$ cat src/design/lpl_pkg.sv
// Package for the linked peak limiter: widths, register map, sequencer states
// and the control struct of the shared multiply-accumulate unit.
// No dependencies.
`default_nettype none

package lpl_pkg;

    localparam int SAMPLE_BITS  = 24;
    localparam int NUM_CHANNELS = 2;
    localparam int ENV_BITS     = 28;
    localparam int THR_BITS     = 25;
    localparam int COEF_BITS    = 24;
    localparam int LGAIN_BITS   = 20;
    localparam int GAIN_BITS    = 17;
    localparam int MAG_BITS     = 43;
    localparam int MAC_A_BITS   = 28;
    localparam int MAC_B_BITS   = 24;
    localparam int PROD_BITS    = MAC_A_BITS + MAC_B_BITS;
    localparam int ACC_BITS     = 64;
    localparam int SPLIT_BITS   = 22;
    localparam int DIV_STEPS    = 16;
    localparam int ADDR_BITS    = 5;
    localparam int DATA_BITS    = 32;

    localparam logic [GAIN_BITS-1:0]  UNITY_GAIN     = 17'd65536;
    localparam logic                  RST_LIMITER_ON = 1'b1;
    localparam logic [THR_BITS-1:0]   RST_THRESHOLD  = 25'd16777216;
    localparam logic [COEF_BITS-1:0]  RST_RELEASE    = 24'd16777000;
    localparam logic [LGAIN_BITS-1:0] RST_IN_GAIN    = 20'd65536;
    localparam logic [LGAIN_BITS-1:0] RST_OUT_GAIN   = 20'd65536;
    localparam logic [1:0]            RST_ACTIVE_CH  = 2'd2;

    typedef enum logic [2:0] {
        REG_LIMITER_ON  = 3'd0,
        REG_THRESHOLD   = 3'd1,
        REG_RELEASE     = 3'd2,
        REG_INPUT_GAIN  = 3'd3,
        REG_OUTPUT_GAIN = 3'd4,
        REG_ACTIVE_CH   = 3'd5
    } reg_idx_t;

    typedef enum logic [3:0] {
        ST_IDLE,
        ST_MAG,
        ST_MAG_WB,
        ST_ENV,
        ST_ENV_WB,
        ST_GAIN,
        ST_DIV,
        ST_SCL_LO,
        ST_SCL_HI,
        ST_SCL_WB,
        ST_OUT_LO,
        ST_OUT_HI,
        ST_OUT_WB,
        ST_DONE
    } state_t;

    typedef struct packed {
        logic accum;
        logic hi_shift;
    } mac_ctl_t;

endpackage

`default_nettype wire

$ cat src/design/linked_peak_limiter.sv
// Linked peak limiter: in bypass a transaction goes straight to the done state; when
// limiting, each active channel (two or one) passes the magnitude, scaling and output
// states in turn, using a 16-step restoring divider and one shared 28x24 multiplier.
// Input is accepted only while idle; a full output register stalls the input.
// Reset is asynchronous, active low: registers take their reset values, envelope zero.
`default_nettype none

module linked_peak_limiter
(
    input  wire logic        clk,
    input  wire logic        rst_n,
    input  wire logic        psel,
    input  wire logic        penable,
    input  wire logic        pwrite,
    input  wire logic [4:0]  paddr,
    input  wire logic [31:0] pwdata,
    output logic      [31:0] prdata,
    output logic             pready,
    input  wire logic        s_tvalid,
    output logic             s_tready,
    input  wire logic [47:0] s_tdata,   // sample_ch0, sample_ch1
    output logic             m_tvalid,
    input  wire logic        m_tready,
    output logic      [71:0] m_tdata,   // out_ch0, out_ch1, gain_applied, zero pad
    output logic      [0:0]  m_tuser    // saturated
);

    localparam int SB = lpl_pkg::SAMPLE_BITS;
    localparam int EB = lpl_pkg::ENV_BITS;
    localparam int MB = lpl_pkg::MAG_BITS;
    localparam int GB = lpl_pkg::GAIN_BITS;
    localparam int AB = lpl_pkg::ACC_BITS;
    localparam int SP = lpl_pkg::SPLIT_BITS;
    localparam int PK_SHIFT = SB - 9;

    // configuration
    logic                              limiter_on_reg;
    logic [lpl_pkg::THR_BITS-1:0]      threshold_reg;
    logic [lpl_pkg::COEF_BITS-1:0]     release_reg;
    logic [lpl_pkg::LGAIN_BITS-1:0]    in_gain_reg;
    logic [lpl_pkg::LGAIN_BITS-1:0]    out_gain_reg;
    logic [1:0]                        active_ch_reg;
    logic                              cfg_wr;
    logic                              two_ch;

    // sequencer and datapath
    lpl_pkg::state_t                   state_reg;
    lpl_pkg::state_t                   state_next;
    logic                              ch_reg;
    logic                              last_ch;
    logic [3:0]                        div_cnt_reg;
    logic [EB-1:0]                     env_reg;
    logic [EB-1:0]                     peak_reg;
    logic [EB-1:0]                     rem_reg;
    logic [GB-1:0]                     gain_reg;
    logic [MB-1:0]                     a_reg;
    logic [SB-1:0]                     abs_reg [2];
    logic                              neg_reg [2];
    logic [MB-1:0]                     mag_reg [2];
    logic [SB-1:0]                     res_reg [2];
    logic                              sat_reg;

    // output stage
    logic                              m_tvalid_reg;
    logic                              m_tvalid_next;
    logic [SB-1:0]                     m_ch0_reg;
    logic [SB-1:0]                     m_ch1_reg;
    logic [GB-1:0]                     m_gain_reg;
    logic                              m_sat_reg;
    logic                              out_free;

    // shared unit
    lpl_pkg::mac_ctl_t                 mac_ctl;
    logic [lpl_pkg::MAC_A_BITS-1:0]    mac_a;
    logic [lpl_pkg::MAC_B_BITS-1:0]    mac_b;
    logic [AB-1:0]                     acc;

    // arithmetic
    logic [SB-1:0]                     in_s0;
    logic [SB-1:0]                     in_s1;
    logic [MB-1:0]                     pk_sum;
    logic [EB-1:0]                     pk;
    logic [lpl_pkg::PROD_BITS-1:0]     env_sum;
    logic [EB-1:0]                     env_dec;
    logic [AB-1:0]                     scl_sum;
    logic [AB-1:0]                     out_sum;
    logic [31:0]                       r_val;
    logic                              r_clip;
    logic [SB-1:0]                     r_lim;
    logic [SB-1:0]                     r_out;
    logic [EB:0]                       rem_sh;
    logic                              div_ge;
    logic                              env_over;

    assign pready = 1'b1;
    assign cfg_wr = psel & penable & pwrite;
    assign two_ch = (active_ch_reg >= 2'd2) && (lpl_pkg::NUM_CHANNELS >= 2);
    assign last_ch = !two_ch || ch_reg;
    assign out_free = !m_tvalid_reg || m_tready;

    always_ff @(posedge clk or negedge rst_n)
    begin
        if (!rst_n)
        begin
            limiter_on_reg <= lpl_pkg::RST_LIMITER_ON;
            threshold_reg  <= lpl_pkg::RST_THRESHOLD;
            release_reg    <= lpl_pkg::RST_RELEASE;
            in_gain_reg    <= lpl_pkg::RST_IN_GAIN;
            out_gain_reg   <= lpl_pkg::RST_OUT_GAIN;
            active_ch_reg  <= lpl_pkg::RST_ACTIVE_CH;
        end
        else if (cfg_wr)
        begin
            unique case (paddr[4:2])
                lpl_pkg::REG_LIMITER_ON:  limiter_on_reg <= pwdata[0];
                lpl_pkg::REG_THRESHOLD:   threshold_reg  <= pwdata[lpl_pkg::THR_BITS-1:0];
                lpl_pkg::REG_RELEASE:     release_reg    <= pwdata[lpl_pkg::COEF_BITS-1:0];
                lpl_pkg::REG_INPUT_GAIN:  in_gain_reg    <= pwdata[lpl_pkg::LGAIN_BITS-1:0];
                lpl_pkg::REG_OUTPUT_GAIN: out_gain_reg   <= pwdata[lpl_pkg::LGAIN_BITS-1:0];
                lpl_pkg::REG_ACTIVE_CH:   active_ch_reg  <= pwdata[1:0];
                default:
                begin
                end
            endcase
        end
    end

    always_comb
    begin
        unique case (paddr[4:2])
            lpl_pkg::REG_LIMITER_ON:  prdata = {31'd0, limiter_on_reg};
            lpl_pkg::REG_THRESHOLD:   prdata = {7'd0, threshold_reg};
            lpl_pkg::REG_RELEASE:     prdata = {8'd0, release_reg};
            lpl_pkg::REG_INPUT_GAIN:  prdata = {12'd0, in_gain_reg};
            lpl_pkg::REG_OUTPUT_GAIN: prdata = {12'd0, out_gain_reg};
            lpl_pkg::REG_ACTIVE_CH:   prdata = {30'd0, active_ch_reg};
            default:                  prdata = '0;
        endcase
    end

    lpl_mac u_mac
    (
        .clk  (clk),
        .ctl  (mac_ctl),
        .op_a (mac_a),
        .op_b (mac_b),
        .acc  (acc)
    );

    // arithmetic around the shared unit
    always_comb
    begin
        in_s0    = s_tdata[SB-1:0];
        in_s1    = s_tdata[2*SB-1:SB];
        pk_sum   = acc[MB-1:0] + (MB'(1) << (PK_SHIFT - 1));
        pk       = pk_sum[MB-1:PK_SHIFT];
        env_sum  = acc[lpl_pkg::PROD_BITS-1:0] + (lpl_pkg::PROD_BITS'(1) << 23);
        env_dec  = peak_reg + env_sum[lpl_pkg::PROD_BITS-1:24];
        scl_sum  = acc + (AB'(1) << 15);
        out_sum  = acc + (AB'(1) << 31);
        r_val    = out_sum[63:32];
        if (neg_reg[ch_reg])
        begin
            r_clip = r_val > 32'(1 << (SB - 1));
            r_lim  = r_clip ? SB'(1 << (SB - 1)) : r_val[SB-1:0];
            r_out  = SB'(0) - r_lim;
        end
        else
        begin
            r_clip = r_val > 32'((1 << (SB - 1)) - 1);
            r_lim  = r_clip ? SB'((1 << (SB - 1)) - 1) : r_val[SB-1:0];
            r_out  = r_lim;
        end
        rem_sh   = {rem_reg, 1'b0};
        div_ge   = rem_sh >= {1'b0, env_reg};
        env_over = env_reg > EB'(threshold_reg);
    end

    always_comb
    begin
        state_next = state_reg;
        unique case (state_reg)
            lpl_pkg::ST_IDLE:
            begin
                if (s_tvalid)
                begin
                    state_next = limiter_on_reg ? lpl_pkg::ST_MAG : lpl_pkg::ST_DONE;
                end
            end
            lpl_pkg::ST_MAG:    state_next = lpl_pkg::ST_MAG_WB;
            lpl_pkg::ST_MAG_WB: state_next = last_ch ? lpl_pkg::ST_ENV : lpl_pkg::ST_MAG;
            lpl_pkg::ST_ENV:
            begin
                state_next = (peak_reg > env_reg) ? lpl_pkg::ST_GAIN : lpl_pkg::ST_ENV_WB;
            end
            lpl_pkg::ST_ENV_WB: state_next = lpl_pkg::ST_GAIN;
            lpl_pkg::ST_GAIN:   state_next = env_over ? lpl_pkg::ST_DIV : lpl_pkg::ST_SCL_LO;
            lpl_pkg::ST_DIV:
            begin
                if (div_cnt_reg == 4'(lpl_pkg::DIV_STEPS - 1))
                begin
                    state_next = lpl_pkg::ST_SCL_LO;
                end
            end
            lpl_pkg::ST_SCL_LO: state_next = lpl_pkg::ST_SCL_HI;
            lpl_pkg::ST_SCL_HI: state_next = lpl_pkg::ST_SCL_WB;
            lpl_pkg::ST_SCL_WB: state_next = lpl_pkg::ST_OUT_LO;
            lpl_pkg::ST_OUT_LO: state_next = lpl_pkg::ST_OUT_HI;
            lpl_pkg::ST_OUT_HI: state_next = lpl_pkg::ST_OUT_WB;
            lpl_pkg::ST_OUT_WB: state_next = last_ch ? lpl_pkg::ST_DONE : lpl_pkg::ST_SCL_LO;
            lpl_pkg::ST_DONE:   state_next = out_free ? lpl_pkg::ST_IDLE : lpl_pkg::ST_DONE;
            default:            state_next = lpl_pkg::ST_IDLE;
        endcase
    end

    always_comb
    begin
        s_tready = 1'b0;
        mac_ctl  = '0;
        mac_a    = '0;
        mac_b    = '0;
        unique case (state_reg)
            lpl_pkg::ST_IDLE:
            begin
                s_tready = 1'b1;
            end
            lpl_pkg::ST_MAG:
            begin
                mac_a = lpl_pkg::MAC_A_BITS'(abs_reg[ch_reg]);
                mac_b = lpl_pkg::MAC_B_BITS'(in_gain_reg);
            end
            lpl_pkg::ST_ENV:
            begin
                mac_a = env_reg - peak_reg;
                mac_b = release_reg;
            end
            lpl_pkg::ST_SCL_LO:
            begin
                mac_a = lpl_pkg::MAC_A_BITS'(mag_reg[ch_reg][SP-1:0]);
                mac_b = lpl_pkg::MAC_B_BITS'(gain_reg);
            end
            lpl_pkg::ST_SCL_HI:
            begin
                mac_ctl = '{accum: 1'b1, hi_shift: 1'b1};
                mac_a   = lpl_pkg::MAC_A_BITS'(mag_reg[ch_reg][MB-1:SP]);
                mac_b   = lpl_pkg::MAC_B_BITS'(gain_reg);
            end
            lpl_pkg::ST_OUT_LO:
            begin
                mac_a = lpl_pkg::MAC_A_BITS'(a_reg[SP-1:0]);
                mac_b = lpl_pkg::MAC_B_BITS'(out_gain_reg);
            end
            lpl_pkg::ST_OUT_HI:
            begin
                mac_ctl = '{accum: 1'b1, hi_shift: 1'b1};
                mac_a   = lpl_pkg::MAC_A_BITS'(a_reg[MB-1:SP]);
                mac_b   = lpl_pkg::MAC_B_BITS'(out_gain_reg);
            end
            default:
            begin
            end
        endcase
    end

    always_ff @(posedge clk or negedge rst_n)
    begin
        if (!rst_n)
        begin
            state_reg    <= lpl_pkg::ST_IDLE;
            env_reg      <= '0;
            m_tvalid_reg <= 1'b0;
        end
        else
        begin
            state_reg    <= state_next;
            m_tvalid_reg <= m_tvalid_next;
            if (state_reg == lpl_pkg::ST_ENV)
            begin
                if (peak_reg > env_reg)
                begin
                    env_reg <= peak_reg;
                end
            end
            else if (state_reg == lpl_pkg::ST_ENV_WB)
            begin
                env_reg <= env_dec;
            end
        end
    end

    always_ff @(posedge clk)
    begin
        case (state_reg)
            lpl_pkg::ST_IDLE:
            begin
                ch_reg     <= 1'b0;
                peak_reg   <= '0;
                sat_reg    <= 1'b0;
                gain_reg   <= lpl_pkg::UNITY_GAIN;
                neg_reg[0] <= in_s0[SB-1];
                neg_reg[1] <= in_s1[SB-1];
                abs_reg[0] <= in_s0[SB-1] ? SB'(0) - in_s0 : in_s0;
                abs_reg[1] <= in_s1[SB-1] ? SB'(0) - in_s1 : in_s1;
                res_reg[0] <= limiter_on_reg ? '0 : in_s0;
                res_reg[1] <= (limiter_on_reg || !two_ch) ? '0 : in_s1;
            end
            lpl_pkg::ST_MAG_WB:
            begin
                mag_reg[ch_reg] <= acc[MB-1:0];
                if (pk > peak_reg)
                begin
                    peak_reg <= pk;
                end
                if (!last_ch)
                begin
                    ch_reg <= 1'b1;
                end
            end
            lpl_pkg::ST_ENV:
            begin
                ch_reg <= 1'b0;
            end
            lpl_pkg::ST_GAIN:
            begin
                rem_reg     <= EB'(threshold_reg);
                div_cnt_reg <= '0;
                if (env_over)
                begin
                    gain_reg <= '0;
                end
            end
            lpl_pkg::ST_DIV:
            begin
                rem_reg     <= div_ge ? EB'(rem_sh - {1'b0, env_reg}) : rem_sh[EB-1:0];
                gain_reg    <= {gain_reg[GB-2:0], div_ge};
                div_cnt_reg <= div_cnt_reg + 4'd1;
            end
            lpl_pkg::ST_SCL_WB:
            begin
                a_reg <= scl_sum[MB+15:16];
            end
            lpl_pkg::ST_OUT_WB:
            begin
                res_reg[ch_reg] <= r_out;
                sat_reg         <= sat_reg | r_clip;
                if (!last_ch)
                begin
                    ch_reg <= 1'b1;
                end
            end
            default:
            begin
            end
        endcase
    end

    // output register
    always_comb
    begin
        m_tvalid_next = m_tvalid_reg && !m_tready;
        if (state_reg == lpl_pkg::ST_DONE && out_free)
        begin
            m_tvalid_next = 1'b1;
        end
    end

    always_ff @(posedge clk)
    begin
        if (state_reg == lpl_pkg::ST_DONE && out_free)
        begin
            m_ch0_reg  <= res_reg[0];
            m_ch1_reg  <= res_reg[1];
            m_gain_reg <= gain_reg;
            m_sat_reg  <= sat_reg;
        end
    end

    assign m_tvalid = m_tvalid_reg;
    assign m_tdata  = {7'd0, m_gain_reg, m_ch1_reg, m_ch0_reg};
    assign m_tuser  = m_sat_reg;

`ifndef SYNTH
    a_bypass_done: assert property (@(posedge clk) disable iff (!rst_n)
        (s_tvalid && s_tready && !limiter_on_reg) |=> (state_reg == lpl_pkg::ST_DONE))
        else $error("bypass transaction did not go straight to output");

    a_div_rem: assert property (@(posedge clk) disable iff (!rst_n)
        (state_reg == lpl_pkg::ST_DIV) |-> (rem_reg < env_reg))
        else $error("divider remainder not below envelope");

    a_gain_range: assert property (@(posedge clk) disable iff (!rst_n)
        m_tvalid |-> (m_tdata[64:48] <= lpl_pkg::UNITY_GAIN))
        else $error("limiting gain above unity");
`endif

endmodule

`default_nettype wire

$ cat src/design/lpl_mac.sv
// Shared multiply-accumulate unit of the linked peak limiter.
// One 28x24 multiply per cycle, optional shift of the product and accumulate.
// Depends on lpl_pkg.
`default_nettype none

module lpl_mac
(
    input  wire logic                             clk,
    input  wire lpl_pkg::mac_ctl_t                ctl,
    input  wire logic [lpl_pkg::MAC_A_BITS-1:0]   op_a,
    input  wire logic [lpl_pkg::MAC_B_BITS-1:0]   op_b,
    output logic      [lpl_pkg::ACC_BITS-1:0]     acc
);

    localparam int SHIFT_KEEP = lpl_pkg::ACC_BITS - lpl_pkg::SPLIT_BITS;

    logic [lpl_pkg::PROD_BITS-1:0] prod;
    logic [lpl_pkg::ACC_BITS-1:0]  addend;
    logic [lpl_pkg::ACC_BITS-1:0]  base;
    logic [lpl_pkg::ACC_BITS-1:0]  acc_reg;

    always_comb
    begin
        prod = op_a * op_b;
        if (ctl.hi_shift)
        begin
            addend = {prod[SHIFT_KEEP-1:0], {lpl_pkg::SPLIT_BITS{1'b0}}};
        end
        else
        begin
            addend = {{(lpl_pkg::ACC_BITS-lpl_pkg::PROD_BITS){1'b0}}, prod};
        end
        base = ctl.accum ? acc_reg : '0;
    end

    always_ff @(posedge clk)
    begin
        acc_reg <= base + addend;
    end

    assign acc = acc_reg;

endmodule

`default_nettype wire
$ cat config.mk
export PLATFORM = sky130hd
export DESIGN_NAME = linked_peak_limiter
export DESIGN_NICKNAME = d
export VERILOG_FILES = /design/src/design/lpl_pkg.sv /design/src/design/linked_peak_limiter.sv /design/src/design/lpl_mac.sv
export SDC_FILE = /design/constraint.sdc
export NUM_CORES = 2
export LEC_CHECK = 0
export BUFFER_PORTS_ARGS = -buffer_cell sky130_fd_sc_hd__buf_2
export CAP_MARGIN = 20
export CORE_AREA = 2 2 327 329
export CTS_BUF_LIST = sky130_fd_sc_hd__clkbuf_4
export DETAILED_ROUTE_END_ITERATION = 6
export DIE_AREA = 0 0 329 331
export PLACE_DENSITY = 0.71
export SETUP_SLACK_MARGIN = 0.02
export SLEW_MARGIN = 20
export SYNTH_ARGS = -nofsm -noshare
export SYNTH_HDL_FRONTEND = slang
export SYNTH_HIERARCHICAL = 1
export SYNTH_SLANG_ARGS = --single-unit
$ cat constraint.sdc
create_clock -name clk -period 14.9 [get_ports clk]
set_input_delay 1.49 -clock clk [delete_from_list [all_inputs] [get_ports clk]]
set_output_delay 1.49 -clock clk [all_outputs]
set_load 0.01 [all_outputs]
==> out/metrics.yaml <==
synth_top_area_frac: 0.199
synth.distinct_cells: 100
leakage_nw: 28.8
portBuffers: 175
regArea_mm2: 0.0156
report.final.slew_viol_count: 0
hold_class: "reg -> reg"
rows: 119
required_ns: 15.83
grt.total_usage: 0.313
nFillCells: 9179
synth_cells: 6144
grt_max_degree: 94
grt_pass1_vias: 45954
wl_per_cell_um: 21.7
synth_edf_count: 372
crit_path_frequent_cell: "fa_1"
slowest_delay_ns: 0.78
setup-violations-final: 0
multi_input_area_mm2: 0.0380
vias: 46107
worst-slew-pin-transition_ns: 1.15
power_density_mw_per_mm2: 180
pin_count: 200
ys_seq_elements: 562
antenna_found_initial: 8
final_common_cell: "inv_1"
core_area_mm2: 0.105
largest_reg_flops: 86
layout_common_cells: "794 x inv_1, 740 x nand2_1, 574 x fa_1"
ir_drop_v: 0.000127
cts-root-buf: "clkbuf_4"
crit_path_end_kind: "flip-flop"
dr.pass1.iters: 6
die_y_um: 331
place_ws_ns: 1.15
cts_max_level: 4
status: "finished, final reports clean"
worst-endpoint-arrival_ns: 14.91
drt_iter0_markers: 4273
layout-drive-gt1-share: 0.112
slew_headroom: 0.221
post-synth-top-area-cell: "fa_1"
crit_path_max_fanout: 7
drc: 0
period_share: 0.938
layout.nets: 7310
synth_area_leaders: "fa_1 20%, edfxtp_1 19%, ha_1 8.3%"
ys_seq_area_frac: 0.271
die_area_mm2: 0.109
final.setup.worst_slack_ns: 0.920
muxShareOfSynthArea: 0.0329
synth_compound_area_frac: 0.119
dp_hpwl_um: 132000
clkTransAtPathRegs_ns: 0.08
setup_tns_ns: 0
hold_viol_final: 0
cts_buffers: 149
min_period_ns: 13.98
synth_area_mm2: 0.0577
drv_cap: 0
cts_tree: "yes"
synth_flop_cell: "edfxtp_1"
synth_top_family_by_area: "adder cells"
critPathLaunchType: "flip-flop"
cts.sinks: 562
wirelength_um: 169000
grt_pass1_wl_um: 263000
finClkSkew_ns: 0.0797
post_cts_buffers: 0
place_congestion: 0.957
crit_type: "reg -> reg"
clock_latency_ns: 1.05
crit_slowest_cell: "nor2_1"
rsz0062_at_grt: "false"
fp.dieW_um: 329
async_flop_share: 0.222
antenna_left: 0
cts.hold.buffers_added: 0
synth.avg_cell_area_um2: 9.39
vias_per_cell: 5.93
synth_xor_area_frac: 0.0516
synthAdderAreaFrac: 0.283
synth_warnings: 6
yosys.area_share.simple: 0.167
grt_overflow: 0
fmax_mhz: 71.5
clockBufferDepth: 3
post_cts_resized: 0
area_delta_synth_final_pct: 7.42
initial_core_util: 0.550
worst max-delay path, delay by kind of cell (launching register included):
kind	cells	cell delay, ns
buf+inv	5	0.38
simple gates	7	2.23
compound gates	21	6.16
fa+ha+maj	10	4.37
xor+xnor	2	0.26
flops	1	0.45
through the flow:
| step | instance area (um2) | total power, mW | hold slack (ns) | instances | utilization |
|---|---|---|---|---|---|
| 2_1_floorplan | 57700 | 7.22 | 0.400 | 6157 | - |
| 3_3_place_gp | 60000 | 9.49 | 0.402 | 7496 | 0.571 |
| 3_5_place_dp | 60000 | 9.61 | 0.405 | 7497 | 0.571 |
| 4_1_cts | 61900 | 11.1 | 0.411 | 7760 | 0.590 |
| 5_1_grt | 62000 | 12.0 | 0.423 | 7774 | 0.590 |
| 6_report | 62000 | 11.2 | 0.398 | 7776 | 0.590 |
kinds of logic after synthesis:
family / count (synthesis)
simple gates: 1928
buf+inv: 1125
compound gates: 1050
fa+ha+maj: 959
flops: 562
xor+xnor: 340
mux: 178
other cells: 2
power by group:
group | internal [mW] | switching [mW]
Combinational | 2.40 | 4.78
Sequential | 2.19 | 0.397
Clock | 0.702 | 0.718
Total | 5.29 | 5.89
layer usage:
metal | vias to the layer above | global-route usage | part of all wire
met3 | 320 | 0.0565 | 0.086
met1 | 22897 | 0.425 | 0.41
met4 | 2 | 0.118 | 0.037
li1 | 20844 | - | -
met5 | - | 0 | 0.000042
met2 | 2044 | 0.502 | 0.46
layout make-up:
cell class                 instances  area share
multi-input combinational       4470       0.613
clock inverter                    52     0.00557
timing repair buffer             280      0.0271
tap                             1391      0.0281
clock buffer                     211      0.0256
inverter                         796      0.0482
antenna                           14    0.000565
sequential                       562       0.252
final timing paths:
| check | slack (ns) | end | startpoint | cells past startpoint |
|---|---|---|---|---|
| max | 0.92 | u_mac/acc[60] | peak_reg[1] | 45 |
| min | 0.40 | m_tdata[8] | res_reg[0][8] | 0 |
| max reg2reg | 0.92 | u_mac/acc[60] | peak_reg[1] | 45 |
| min reg2reg | 0.40 | m_tdata[8] | res_reg[0][8] | 0 |
| max in group asynchronous | 12.93 | threshold_reg[1] | rst_n | 2 |
| min in group asynchronous | 0.52 | env_reg[24] | rst_n | 1 |
cell usage after synthesis, types with 24 or more instances:
| library cell | number |
|---|---|
| a21oi_1 | 239 |
| o21a_1 | 28 |
| o211ai_1 | 25 |
| inv_1 | 795 |
| nand3_1 | 105 |
| a211oi_1 | 31 |
| ha_1 | 385 |
| clkbuf_1 | 265 |
| o22ai_1 | 28 |
| a22o_1 | 24 |
| mux2_2 | 85 |
| mux2i_1 | 92 |
| edfxtp_1 | 372 |
| nor3_1 | 46 |
| fa_1 | 574 |
| nand2b_1 | 46 |
| a31oi_1 | 39 |
| xnor2_1 | 233 |
| a21o_1 | 107 |
| dfrtp_1 | 102 |
| o31ai_1 | 26 |
| and3_1 | 44 |
| or3_1 | 26 |
| nand4_1 | 64 |
| and2_1 | 467 |
| nor2_1 | 236 |
| nand3b_1 | 26 |
| o21ai_0 | 274 |
| o21bai_1 | 24 |
| nor2b_1 | 44 |
| nand2_1 | 744 |
| xor2_1 | 107 |
| dfxtp_1 | 65 |
(Power assumes the default switching activity.)
